==> src/rtl/p2d_pkg.sv <==
// shared types and constants of the 2-d polynomial evaluator
// beat structs, q32.32 constants, register index codes; no dependencies
package p2d_pkg;

  localparam int Q_W         = 64;
  localparam int TERMS_W     = 4;
  localparam int SPID_W      = 10;
  localparam int SIDX_W      = 11;
  localparam int COEFF_IDX_W = 6;
  localparam int CFG_IDX_W   = 3;
  localparam int CFG_DATA_W  = 64;

  localparam logic [CFG_IDX_W-1:0] CFG_TERMS_X    = 3'd0;
  localparam logic [CFG_IDX_W-1:0] CFG_TERMS_Y    = 3'd1;
  localparam logic [CFG_IDX_W-1:0] CFG_PERT_VALUE = 3'd2;
  localparam logic [CFG_IDX_W-1:0] CFG_REL_PERT   = 3'd3;
  localparam logic [CFG_IDX_W-1:0] CFG_SPID_BASE  = 3'd4;

  localparam logic [Q_W-1:0] Q_ONE      = 64'h0000_0001_0000_0000;
  localparam logic [Q_W-1:0] Q_MAX      = 64'h7FFF_FFFF_FFFF_FFFF;
  localparam logic [Q_W-1:0] Q_MIN      = 64'h8000_0000_0000_0000;
  localparam logic [Q_W-1:0] PERT_RESET = 64'd4295;

  typedef struct packed {
    logic                          req_type;
    logic [COEFF_IDX_W-1:0]        coeff_index;
    logic signed [Q_W-1:0]         coeff_value;
    logic                          solvable;
    logic                          want_perturbed;
    logic signed [Q_W-1:0]         x_coord;
    logic signed [Q_W-1:0]         y_coord;
  } in_beat_t;

  typedef struct packed {
    logic signed [Q_W-1:0]         poly_value;
    logic                          has_perturbed;
    logic [SIDX_W-1:0]             solver_index;
    logic signed [Q_W-1:0]         perturbed_value;
    logic signed [Q_W-1:0]         perturbation;
    logic                          last;
  } out_beat_t;

endpackage

==> src/rtl/p2d_mul.sv <==
// multi-cycle q32.32 multiplier: four 32x32 partial products, round, saturate
// depends on p2d_pkg
module p2d_mul (
  input  logic                      clk,
  input  logic                      rst_n,
  input  logic                      start,
  input  logic [p2d_pkg::Q_W-1:0]   a,
  input  logic [p2d_pkg::Q_W-1:0]   b,
  output logic                      done,
  output logic [p2d_pkg::Q_W-1:0]   res
);

  localparam int QW    = p2d_pkg::Q_W;
  localparam int HALF  = QW / 2;
  localparam int ACC_W = 2 * QW;
  localparam logic [ACC_W-1:0] RND     = ACC_W'(1) << (HALF - 1);
  localparam logic [ACC_W-1:0] RND_NEG = RND + ACC_W'(1);
  localparam logic [2:0] STEP_ROUND = 3'd4;
  localparam logic [2:0] STEP_SAT   = 3'd5;

  logic [2:0]       step_r;
  logic             busy_r;
  logic             done_r;
  logic             neg_r;
  logic [QW-1:0]    ma_r;
  logic [QW-1:0]    mb_r;
  logic [ACC_W-1:0] acc_r;
  logic [QW-1:0]    res_r;

  logic [HALF-1:0]  pa;
  logic [HALF-1:0]  pb;
  logic [QW-1:0]    pp;
  logic [ACC_W-1:0] pp_sh;
  logic [QW-1:0]    ma;
  logic [QW-1:0]    mb;
  logic [QW-1:0]    sat;
  logic [QW-HALF:0] top;

  assign ma = a[QW-1] ? (~a + 1'b1) : a;
  assign mb = b[QW-1] ? (~b + 1'b1) : b;

  // partial product order: lo*lo, lo*hi, hi*lo, hi*hi
  assign pa = step_r[1] ? ma_r[QW-1:HALF] : ma_r[HALF-1:0];
  assign pb = step_r[0] ? mb_r[QW-1:HALF] : mb_r[HALF-1:0];
  assign pp = QW'(pa) * QW'(pb);

  always_comb begin
    if (step_r[1:0] == 2'd0) begin
      pp_sh = ACC_W'(pp);
    end else if (step_r[1:0] == 2'd3) begin
      pp_sh = ACC_W'(pp) << QW;
    end else begin
      pp_sh = ACC_W'(pp) << HALF;
    end
  end

  assign top = acc_r[ACC_W-1:QW+HALF-1];

  always_comb begin
    if ((top == '0) || (top == '1)) begin
      sat = acc_r[QW+HALF-1:HALF];
    end else if (acc_r[ACC_W-1]) begin
      sat = p2d_pkg::Q_MIN;
    end else begin
      sat = p2d_pkg::Q_MAX;
    end
  end

  always_ff @(posedge clk) begin
    if (!rst_n) begin
      busy_r <= 1'b0;
      done_r <= 1'b0;
      step_r <= '0;
    end else begin
      done_r <= 1'b0;
      if (start && !busy_r) begin
        busy_r <= 1'b1;
        step_r <= '0;
      end else if (busy_r) begin
        step_r <= step_r + 3'd1;
        if (step_r == STEP_SAT) begin
          busy_r <= 1'b0;
          done_r <= 1'b1;
        end
      end
    end
  end

  always_ff @(posedge clk) begin
    if (start && !busy_r) begin
      neg_r <= a[QW-1] ^ b[QW-1];
      ma_r  <= ma;
      mb_r  <= mb;
      acc_r <= '0;
    end else if (busy_r) begin
      if (step_r == STEP_ROUND) begin
        acc_r <= neg_r ? (~acc_r + RND_NEG) : (acc_r + RND);
      end else if (step_r == STEP_SAT) begin
        res_r <= sat;
      end else begin
        acc_r <= acc_r + pp_sh;
      end
    end
  end

  assign done = done_r;
  assign res  = res_r;

endmodule

==> config.mk <==
export PLATFORM = sky130hd
export DESIGN_NAME = p2d_mul
export DESIGN_NICKNAME = d
export VERILOG_FILES = /design/src/rtl/p2d_pkg.sv /design/src/rtl/p2d_mul.sv
export SDC_FILE = /design/constraint.sdc
export NUM_CORES = 2
export LEC_CHECK = 0
export BUFFER_PORTS_ARGS = -buffer_cell sky130_fd_sc_hd__buf_2
export CAP_MARGIN = 20
export CORE_UTILIZATION = 27
export CTS_BUF_LIST = sky130_fd_sc_hd__clkbuf_2
export CTS_CLUSTER_SIZE = 8
export DETAILED_ROUTE_END_ITERATION = 8
export GPL_TIMING_DRIVEN = 0
export HOLD_SLACK_MARGIN = 0.05
export SLEW_MARGIN = 20
export SYNTH_ARGS = -nofsm -noshare
export SYNTH_HDL_FRONTEND = slang
export SYNTH_SLANG_ARGS = --single-unit
==> constraint.sdc <==
create_clock -name clk -period 34.3 [get_ports clk]
set_clock_uncertainty 0.05 [all_clocks]
set_input_delay 8.575 -clock clk [delete_from_list [all_inputs] [get_ports clk]]
set_output_delay 8.575 -clock clk [all_outputs]
set_load 0.02 [all_outputs]
==> impl_results.md <==
- Status: completed
- PostCTS Resize Cnt: 0
- CTS clk-pin slew, worst paths: 130 ps
- Post-synth EDFFs: 193
- GRT Overall Usage: 0.2372
- Setup TNS: 0 ps
- CTS Buffer Depth: 3
- Max Freq: 57.38 MHz
- Die Ht: 479.7 µm
- Mapped Cells: 7514
- Core area: 0.2258 mm²
- Row count: 174
- Depth of the CTS H-tree: 3
- Multi-input logic area: 0.04801 mm²
- Hold Fails Final Rpt: 0
- Via-to-Cell Ratio: 5.467
- Starting Density: 0.2729
- Max Slew Vio Count: 0
- DRT iter0 DRCs: 6912
- Skew-Pair Late Insertion Delay: 1620 ps
- Sequential standard cell area: 0.008458 mm²
- YS warnings: 0
- Crit-path max FO: 10
- CP Data Arrival Time: 18700 ps
- Post-DRT Antenna Nets: 0
- IO Pins: 196
- Die ar.: 0.2301 mm²
- HP Class: reg2reg
- Mapped Area: 0.06161 mm²
- Slew @ Worst Pin: 1264 ps
- Critical Path Sink Type: flip-flop
- Die X-Extent: 479.7 µm
- Clock sink count: 326
- Crit share post-route: 0.5081
- Synth top area share: 0.2915
- Kind of critical path: reg2reg
- Worst hold margin: 464.4 ps
- CTS tree: done
- Sequential area share after synthesis: 0.1373
- Post-CTS Repair Setup Buffers: 0
- Main synth FF type: edfxtp_1
- Cts hold-fix bufs: 0
- HPWL reported at the end of detailed placement: 232.8 mm
- IO Port Bufs: 193
- Minimum clock period: 17430 ps
- FILL cells: 24.22k
- Fraction of registers with async set/reset: 0
- CP max stage delay: 1040 ps
- MaxCap Viol Count: 0
- CP startpoint kind: flip-flop
- Worst slew margin: 0.1574
- Total CTS buffers: 87
- Nets: 9248
- Synth area leaders: fa_1 29%, edfxtp_1 9.4%, ha_1 8.1%, inv_1 6.2%, nor2_1 5.6%
- Final setup viols: 0
- #FFs+latches synth: 326
- GRT Residual Overflow: 0
- RSZ-0062 raised after global routing: no
- Proportion of layout cells with a drive suffix above 1: 0.06794
- Net Count, Synth: 8941
- First-pass GRT wire length: 397.7 mm
- Drt drc: 0
- Avg Cell Area, Syn: 8.199 µm²
- Area leader, netlist: fa_1
- RePlAce Congestion: 1.030
- Clock Tree Root: clkbuf_2
- Vias in the first global route: 58.70k
- Pre-antenna DRT Iters: 8
- Layout area overhead: 10.15%
- Post-synthesis cell type count: 79
- Slowest-stage cell, CP: mux2i_1
- Avg WL per Cell: 25.64 µm
- Via count: 59.59k
- Largest net degree at the start of global routing: 38
- Initial antenna violation count: 27
- Worst EP required: 35580 ps
- Routed wire length: 279.5 mm
placed cells by master (no fill, tap or decap), types with 133 or more instances in the layout:
master    instances
a21o_1          170
a21oi_1         432
buf_2           194
clkbuf_1        389
dfxtp_1         133
edfxtp_1        193
fa_1            897
ha_1            399
inv_1          1021
nand2_1         844
nor2_1          922
o21ai_0         393
xnor2_1         221
per-stage QoR:
step,utilization,cell area (µm²),std cells,worst slack [ps]
final,0.3006,67870,10900,16870
after global routing,0.3005,67840,10890,16460
after CTS,0.3003,67800,10880,17110
after detailed placement,0.2964,66910,10720,17240
after floorplan,-,61610,7514,21250
after global placement,0.2938,66320,10700,16010
worst paths after layout:
check,startpoint,cells past startpoint,slack (ps),end
worst max-delay path,step_r[1]$_SDFFE_PP0P_,45,16870,acc_r[115]$_SDFFE_PP0P_
worst min-delay path,acc_r[0]$_SDFFE_PP0P_,2,460,acc_r[0]$_SDFFE_PP0P_
worst max register to register,step_r[1]$_SDFFE_PP0P_,45,16870,acc_r[115]$_SDFFE_PP0P_
worst min register to register,acc_r[0]$_SDFFE_PP0P_,2,460,acc_r[0]$_SDFFE_PP0P_
cell type report:
class | count | area share
flip-flops and latches | 326 | 0.1246
multi-input cells | 5748 | 0.7074
diodes | 18 | 0.0006637
plain buffers | 418 | 0.02329
well taps | 2992 | 0.05516
repair buffers | 218 | 0.01923
clock buffers | 117 | 0.008628
inverters | 1022 | 0.05653
clock inverters | 40 | 0.004443
registers in the layout, summed over array words and instances, names as in the netlist:
signal,cells
ma_r,64
neg_r,1
acc_r,128
done,1
mb_r,64
res,64
busy_r,1
step_r,3
cells in the mapped netlist, types with 21 or more instances:
cell type,count
o21a_1,42
a22o_1,23
o31ai_1,77
mux2_2,64
a31oi_1,40
or4_1,35
or2_2,26
and4_1,23
and3_1,45
or3_1,57
a21o_1,170
nand3_1,93
clkbuf_1,397
buf_1,21
edfxtp_1,193
o211ai_1,24
a22oi_1,39
fa_1,897
o41ai_1,22
a21oi_1,432
mux2i_1,81
nand2b_1,32
ha_1,399
nand2_1,844
xor2_1,70
o221ai_1,22
o21ai_0,394
a211oi_1,26
xnor2_1,221
nor3_1,123
and2_1,64
dfxtp_1,133
o21bai_1,55
nand4_1,106
o22ai_1,26
inv_1,1021
nor2_1,923
nor4_1,61
kinds of logic (layout without fill, tap and decap cells):
group           after synthesis  in the layout  synth area share
compound gates             1532           1532            0.1566
xor+xnor                    291            291           0.04137
fa+ha+maj                  1296           1296            0.3725
buf+inv                    1440           1815           0.08773
flops                       326            326            0.1373
mux                         146            146           0.02522
other cells                   0             18                 0
simple gates               2483           2483            0.1793
critical path, delay by kind of cell, from the launching register on:
kind	cells	cell delay, ps
adder cells (fa/ha/maj)	10	4400
AO/OA/AOI/OAI	11	4550
XOR/XNOR	1	280
buffers and inverters	13	3680
flip-flops	1	660
AND/OR/NAND/NOR	8	2220
multiplexers	2	1430
routing by layer:
layer / share of wire / track usage / vias to the layer above
met5: 0.00010 / 0 / -
met4: 0.061 / 0.1280 / 6
li1: - / - / 25670
met3: 0.098 / 0.05092 / 717
met1: 0.40 / 0.3056 / 29910
met2: 0.44 / 0.3697 / 3289
Power is left out: the tool's default activity adds up to more than one toggle a clock period on the data nets, which glitch-free logic cannot reach.
